--- src/tcw_pkg.sv ---
// Shared types and constants of the text console writer.
`timescale 1ns / 1ps

package tcw_pkg;

    localparam int ACT_W      = 2;
    localparam int CHAR_W     = 8;
    localparam int ATTR_W     = 8;
    localparam int INDEX_W    = 11;
    localparam int POS_W      = 11;
    localparam int CELL_W     = CHAR_W + ATTR_W;
    localparam int IN_DATA_W  = 32;
    localparam int OUT_DATA_W = 32;
    localparam int IN_PAD_W   = IN_DATA_W - ACT_W - CHAR_W - ATTR_W - INDEX_W;
    localparam int OUT_PAD_W  = OUT_DATA_W - POS_W - CHAR_W - ATTR_W;

    localparam logic [ACT_W-1:0] ACT_PUT   = 2'd0;
    localparam logic [ACT_W-1:0] ACT_CLEAR = 2'd1;
    localparam logic [ACT_W-1:0] ACT_READ  = 2'd2;
    localparam logic [ACT_W-1:0] ACT_NONE  = 2'd3;

    localparam logic [CHAR_W-1:0] NEWLINE_CODE = 8'h0A;
    localparam logic [CHAR_W-1:0] SPACE_CODE   = 8'h20;
    localparam logic [ATTR_W-1:0] SCROLL_ATTR  = 8'h0F;

    typedef struct packed {
        logic [ACT_W-1:0]   action;
        logic [CHAR_W-1:0]  char_code;
        logic [ATTR_W-1:0]  attribute;
        logic [INDEX_W-1:0] cell_index;
    } t_item;

    typedef struct packed {
        logic [POS_W-1:0]  cursor_position;
        logic [CHAR_W-1:0] read_char;
        logic [ATTR_W-1:0] read_attribute;
    } t_result;

endpackage

--- src/tcw_seq.sv ---
// Cursor and cell-store sequencer: puts, reads, clear, scroll and init sweeps.
`timescale 1ns / 1ps

module tcw_seq #(
    parameter int COLUMNS = 80,
    parameter int ROWS    = 25,
    parameter int CELLS   = COLUMNS * ROWS,
    parameter int ADDR_W  = $clog2(CELLS)
) (
    input  logic                       i_clk,
    input  logic                       i_rst_n,
    input  logic                       i_start,
    input  tcw_pkg::t_item             i_item,
    output logic                       o_ready,
    output logic                       o_res_valid,
    output tcw_pkg::t_result           o_res,
    input  logic                       i_res_take,
    output logic                       o_we,
    output logic [ADDR_W-1:0]          o_waddr,
    output logic [tcw_pkg::CELL_W-1:0] o_wdata,
    output logic                       o_re,
    output logic [ADDR_W-1:0]          o_raddr,
    input  logic [tcw_pkg::CELL_W-1:0] i_rdata
);

    localparam int COL_W = $clog2(COLUMNS);
    localparam int ROW_W = $clog2(ROWS);

    localparam logic [COL_W-1:0]  COL_LAST  = COL_W'(COLUMNS - 1);
    localparam logic [ROW_W-1:0]  ROW_LAST  = ROW_W'(ROWS - 1);
    localparam logic [ADDR_W-1:0] CELL_LAST = ADDR_W'(CELLS - 1);
    localparam logic [ADDR_W-1:0] COPY_END  = ADDR_W'(CELLS - COLUMNS);
    localparam logic [ADDR_W-1:0] ROW_STEP  = ADDR_W'(COLUMNS);

    localparam logic [2:0] S_INIT  = 3'd0;
    localparam logic [2:0] S_IDLE  = 3'd1;
    localparam logic [2:0] S_READ  = 3'd2;
    localparam logic [2:0] S_CLEAR = 3'd3;
    localparam logic [2:0] S_COPY  = 3'd4;
    localparam logic [2:0] S_FILL  = 3'd5;
    localparam logic [2:0] S_DONE  = 3'd6;

    logic [2:0]                   r_state, n_state;
    logic [ADDR_W-1:0]            r_addr, n_addr;
    logic [COL_W-1:0]             r_col, n_col;
    logic [ROW_W-1:0]             r_row, n_row;
    logic [tcw_pkg::ATTR_W-1:0]   r_attr, n_attr;
    logic [tcw_pkg::CHAR_W-1:0]   r_rchar, n_rchar;
    logic [tcw_pkg::ATTR_W-1:0]   r_rattr, n_rattr;
    logic [ADDR_W-1:0]            w_pos;
    logic                         w_newline;
    logic                         w_idx_ok;

    assign w_pos     = ADDR_W'(ADDR_W'(r_row) * ROW_STEP + ADDR_W'(r_col));
    assign w_newline = (i_item.char_code == tcw_pkg::NEWLINE_CODE);
    assign w_idx_ok  = (32'(i_item.cell_index) < CELLS);

    always_comb begin
        n_state = r_state;
        n_addr  = r_addr;
        n_col   = r_col;
        n_row   = r_row;
        n_attr  = r_attr;
        n_rchar = r_rchar;
        n_rattr = r_rattr;
        o_we    = 1'b0;
        o_waddr = r_addr;
        o_wdata = '0;
        o_re    = 1'b0;
        o_raddr = r_addr;
        case (r_state)
            S_INIT: begin
                o_we = 1'b1;
                if (r_addr == CELL_LAST) begin
                    n_state = S_IDLE;
                end else begin
                    n_addr = r_addr + 1'b1;
                end
            end
            S_IDLE: begin
                if (i_start) begin
                    n_rchar = '0;
                    n_rattr = '0;
                    n_attr  = i_item.attribute;
                    case (i_item.action)
                        tcw_pkg::ACT_PUT: begin
                            if (!w_newline) begin
                                o_we    = 1'b1;
                                o_waddr = w_pos;
                                o_wdata = {i_item.attribute, i_item.char_code};
                            end
                            if (w_newline || r_col == COL_LAST) begin
                                n_col = '0;
                                if (r_row == ROW_LAST) begin
                                    n_addr  = '0;
                                    n_state = S_COPY;
                                end else begin
                                    n_row   = r_row + 1'b1;
                                    n_state = S_DONE;
                                end
                            end else begin
                                n_col   = r_col + 1'b1;
                                n_state = S_DONE;
                            end
                        end
                        tcw_pkg::ACT_CLEAR: begin
                            n_col   = '0;
                            n_row   = '0;
                            n_addr  = '0;
                            n_state = S_CLEAR;
                        end
                        tcw_pkg::ACT_READ: begin
                            if (w_idx_ok) begin
                                o_re    = 1'b1;
                                o_raddr = ADDR_W'(i_item.cell_index);
                                n_state = S_READ;
                            end else begin
                                n_state = S_DONE;
                            end
                        end
                        default: begin
                            n_state = S_DONE;
                        end
                    endcase
                end
            end
            S_READ: begin
                n_rchar = i_rdata[tcw_pkg::CHAR_W-1:0];
                n_rattr = i_rdata[tcw_pkg::CELL_W-1:tcw_pkg::CHAR_W];
                n_state = S_DONE;
            end
            S_CLEAR: begin
                o_we    = 1'b1;
                o_wdata = {r_attr, tcw_pkg::SPACE_CODE};
                if (r_addr == CELL_LAST) begin
                    n_state = S_DONE;
                end else begin
                    n_addr = r_addr + 1'b1;
                end
            end
            S_COPY: begin
                // read one row ahead, write back the cell fetched last cycle
                o_re    = (r_addr != COPY_END);
                o_raddr = r_addr + ROW_STEP;
                o_we    = (r_addr != '0);
                o_waddr = r_addr - 1'b1;
                o_wdata = i_rdata;
                if (r_addr == COPY_END) begin
                    n_state = S_FILL;
                end else begin
                    n_addr = r_addr + 1'b1;
                end
            end
            S_FILL: begin
                o_we    = 1'b1;
                o_wdata = {tcw_pkg::SCROLL_ATTR, tcw_pkg::SPACE_CODE};
                if (r_addr == CELL_LAST) begin
                    n_state = S_DONE;
                end else begin
                    n_addr = r_addr + 1'b1;
                end
            end
            S_DONE: begin
                if (i_res_take) begin
                    n_state = S_IDLE;
                end
            end
            default: begin
                n_state = S_IDLE;
            end
        endcase
    end

    always_ff @(posedge i_clk) begin
        if (!i_rst_n) begin
            r_state <= S_INIT;
            r_addr  <= '0;
            r_col   <= '0;
            r_row   <= '0;
        end else begin
            r_state <= n_state;
            r_addr  <= n_addr;
            r_col   <= n_col;
            r_row   <= n_row;
        end
    end

    always_ff @(posedge i_clk) begin
        r_attr  <= n_attr;
        r_rchar <= n_rchar;
        r_rattr <= n_rattr;
    end

    assign o_ready                = (r_state == S_IDLE);
    assign o_res_valid            = (r_state == S_DONE);
    assign o_res.cursor_position  = tcw_pkg::POS_W'(w_pos);
    assign o_res.read_char        = r_rchar;
    assign o_res.read_attribute   = r_rattr;

    a_col_range: assert property (@(posedge i_clk) disable iff (!i_rst_n)
        r_col <= COL_LAST)
        else $error("cursor column beyond last column");

    a_row_range: assert property (@(posedge i_clk) disable iff (!i_rst_n)
        r_row <= ROW_LAST)
        else $error("cursor row beyond last row");

    a_no_rw_clash: assert property (@(posedge i_clk) disable iff (!i_rst_n)
        (o_we && o_re) |-> (o_waddr != o_raddr))
        else $error("read and write hit the same cell in one cycle");

    a_start_idle: assert property (@(posedge i_clk) disable iff (!i_rst_n)
        i_start |-> (r_state == S_IDLE))
        else $error("item started while busy");

    a_scroll_row: assert property (@(posedge i_clk) disable iff (!i_rst_n)
        (r_state == S_COPY || r_state == S_FILL) |-> (r_row == ROW_LAST && r_col == '0))
        else $error("scroll running with cursor off the last row start");

endmodule

--- config.mk ---
export PLATFORM = sky130hd
export DESIGN_NAME = tcw_seq
export DESIGN_NICKNAME = d
export VERILOG_FILES = /design/src/tcw_pkg.sv /design/src/tcw_seq.sv
export SDC_FILE = /design/constraint.sdc
export NUM_CORES = 1
export LEC_CHECK = 0
export BUFFER_PORTS_ARGS = -buffer_cell sky130_fd_sc_hd__buf_2
export CAP_MARGIN = 40
export CELL_PAD_IN_SITES_DETAIL_PLACEMENT = 1
export CELL_PAD_IN_SITES_GLOBAL_PLACEMENT = 1
export CORE_MARGIN = 2
export CORE_UTILIZATION = 39
export DETAILED_ROUTE_END_ITERATION = 8
export MAX_ROUTING_LAYER = met4
export PLACE_DENSITY_LB_ADDON = 0.1
export SLEW_MARGIN = 0
export SYNTH_ARGS = -nofsm -noshare
export SYNTH_HDL_FRONTEND = slang
export SYNTH_SLANG_ARGS = --single-unit
--- constraint.sdc ---
create_clock -name i_clk -period 3 [get_ports i_clk]
set_input_delay 0.45 -clock i_clk [delete_from_list [all_inputs] [get_ports i_clk]]
set_output_delay 0.45 -clock i_clk [all_outputs]
set_load 0.01 [all_outputs]
==> flow_summary_export.csv <==
group,metric,value,unit
run_status,status,"completed",
placed_design,pre_cts_slack,249,ps
sta,fmax,344,MHz
global_route,antenna_found_initial,0,
clock_tree,cts.path.max_buffers,2,
die,die_area,0.0112,mm²
final_layout,fill_cells,1265,
die,core_area,0.0102,mm²
synthesis,synth_fp_nets,552,
sta,finalSetupViolations,0,
placed_design,gp_congestion,0.880,
routing,totalWireLength,13.5,mm
final_layout,final_util,48.2,%
sta,layout_min_cycle_time,2910,ps
routing,avgRoutedWirePerCell,18.6,µm
final_layout,fin_cells,726,
die,die_w,106,µm
pwr,power_frac_seq,55.7,%
synthesis,yosysSeqAreaShare,30.6,%
synthesis,synth-seq-cells,50,
synthesis,netlist_area,0.00406,mm²
final_layout,nets,663,
critical_path,worstPathArrival,2460,ps
sta,finalCritPeriodShare,96.9,%
clock_tree,cts_inserted_buffers,5,
pwr,total_power,1.29,mW
synthesis,avgSynthCellArea,8.49,µm²
global_route,overflow,0,
pwr,p_comb_share,12.0,%
sta,setup_tns,0,ps
synthesis,synth_most_common_cell,"nand2_1",
sta,worst_slack,94.2,ps
synthesis,postSynthCellCount,478,
critical_path,worst-endpoint-required,2550,ps
synthesis,yosys_warnings,0,
pwr,switchingPower,348,µW
min_path,hold_class,"input port to register",
placed_design,port_buffers,117,
final_layout,fin_area,0.00493,mm²
sta,relSlewSlack,55.4,%
placed_design,place_area,0.00480,mm²
clock_tree,cts_tree,"built",
routing,drc,0,
pwr,p_int,941,µW
clock_tree,cts_root_buffer,"clkbuf_8",
global_route,grt_pass1_vias,4164,
synthesis,synth_flop_cell,"dfxtp_1",
critical_path,cp-start-kind,"register",
synthesis,synth_cell_type_count,77,
final_layout,num_antenna_cells,0,
die,start_util,39.7,%
critical_path,end_kind,"output port",
pwr,pwr-share-clk,32.3,%
die,boundaryPins,118,
sta,fin_skew,12.7,ps
final_layout,drive_gt1_share,29.5,%
global_route,grt_max_degree,31,
routing,ant_nets,0,
critical_path,worstSetupPathType,"register to output port",
pwr,ir_drop,181,µV
final_layout,syn_to_final_growth,21.4,%
synthesis,synthArstFlopShare,0,%
clock_tree,cts.htree.levels,2,
flow_run,max-cap-violations,0,
routing,vias_per_cell,5.75,
synthesis,yosys.area.top_type_share,17.8,%
routing,vias,4173,
sta,slew_viol_final,0,
clock_tree,clk_latency,320,ps
critical_path,crit_fanout,3,
placed_design,dp.cells,717,
sta,hold_ws,332,ps
pwr,powerDensity,262,mW/mm²
sta,hold_viol,0,
clock_tree,path_clk_slew,110,ps
synthesis,synthTopCellsByArea,"edfxtp_1, dfxtp_1, ha_1",
synthesis,yosysTopAreaCell,"edfxtp_1",
placed_design,hpwl,10.5,mm
routing,drt-initial-drc-count,229,
pwr,switching_share,27.0,%
synthesis,synth_common_cells,"nand2_1, nor2_1, dfxtp_1",
global_route,grt_usage,25.3,%
synthesis,synth_edf_count,24,
sta,rsz0062_at_grt,"yes",
die,num_rows,37,
die,die_h,106,µm
clock_tree,cts_sinks,50,
sta,worst_slew_pin_slew,664,ps
global_route,grt_pass1_wl,22.1,mm
routing,first_pass_iters,4,
pwr,power_leakage,2.26,nW
==> registers in the layout (all words and copies together), names as in the netlist <==
signal / cells
r_rchar: 8
r_row: 5
r_attr: 8
r_col: 7
r_state: 3
r_rattr: 8
r_addr: 11
==> worst max-delay path, stage by stage (launching register included) <==
cell and delay (ps):
dfxtp_1 330, ha_1 290, ha_1 230, fa_2 590, nand4b_1 130, xnor3_1 240, nand2_1 70, o211ai_1 100
buf_2 160
==> final cells by class <==
class / instances / area [µm²] / area share (%)
multi-input cells: 370 / 2580 / 52.5
clock inverters: 3 / 21.3 / 0.432
clock buffers: 5 / 68.8 / 1.40
well taps: 136 / 170 / 3.45
inverters: 23 / 87.6 / 1.78
flip-flops and latches: 50 / 1240 / 25.2
repair buffers: 139 / 751 / 15.2
==> final timing paths <==
path,from,to,slack [ps],cells after the start
setup / recovery,r_row[1],o_waddr[10],90,8
hold / removal,i_item[14],r_attr[3],330,1
setup reg to reg,r_addr[2],r_state[2],680,5
hold reg to reg,r_row[0],r_row[0],560,2
==> power by group through the flow <==
stage / registers [mW] / logic [mW] / clock network [mW]
floorplan: 0.732 / 0.0747 / 0
global placement: 0.733 / 0.149 / 0
detailed placement: 0.734 / 0.153 / 0
CTS: 0.718 / 0.154 / 0.431
global route: 0.719 / 0.170 / 0.457
finish: 0.718 / 0.155 / 0.416
==> logic make-up (layout without fill, tap and decap cells) <==
logic type	Yosys count	count (layout)	share of synthesized area [%]
adders and majority gates	25	25	8.07
xor gates and xnor gates	17	17	4.19
AOI/OAI and AO/OA	132	132	23.8
buffers and inverters	58	170	6.32
and+or+nand+nor	184	184	24.1
muxes	12	12	2.96
DFF	50	50	30.6
==> placed cells by master (no fill, tap or decap), types with 3 or more instances in the layout <==
master / instances
inv_1: 21
edfxtp_1: 24
nand2_1: 47
a211o_1: 4
a221oi_1: 5
a222oi_1: 4
o211ai_1: 4
or2_2: 3
dfxtp_1: 24
nand2b_1: 3
o31ai_1: 6
mux2i_1: 12
nor4_1: 5
ha_1: 23
nor2_1: 40
a22oi_1: 6
a221o_1: 5
buf_2: 117
a31oi_1: 6
nor2b_1: 3
a21o_1: 3
clkbuf_8: 5
xor2_1: 7
xnor2_1: 6
and2_1: 18
nand3_1: 15
nor3_1: 7
o21ai_1: 12
o221ai_1: 5
a21oi_1: 17
nand4_1: 16
o21ai_0: 25
and3_1: 3
nor3b_1: 3
a22o_1: 7
buf_4: 22
==> repair_timing <==
action | in CTS | in global routing
setup endpoints to repair | 1 | 3
buffers inserted | 0 | 1
gates resized for setup | 1 | 5
pin swaps | 1 | 0
hold endpoints to repair | 0 | 0
hold buffers | 0 | 0
==> routing by layer <==
layer	GRT usage (%)	wire, µm	share of wire [%]
met5	-	0	0
met4	6.30	244	1.8
met3	3.68	764	5.7
met2	39.7	6180	46
met1	34.5	6300	47
Note: power is estimated with default switching activity, not from simulation.
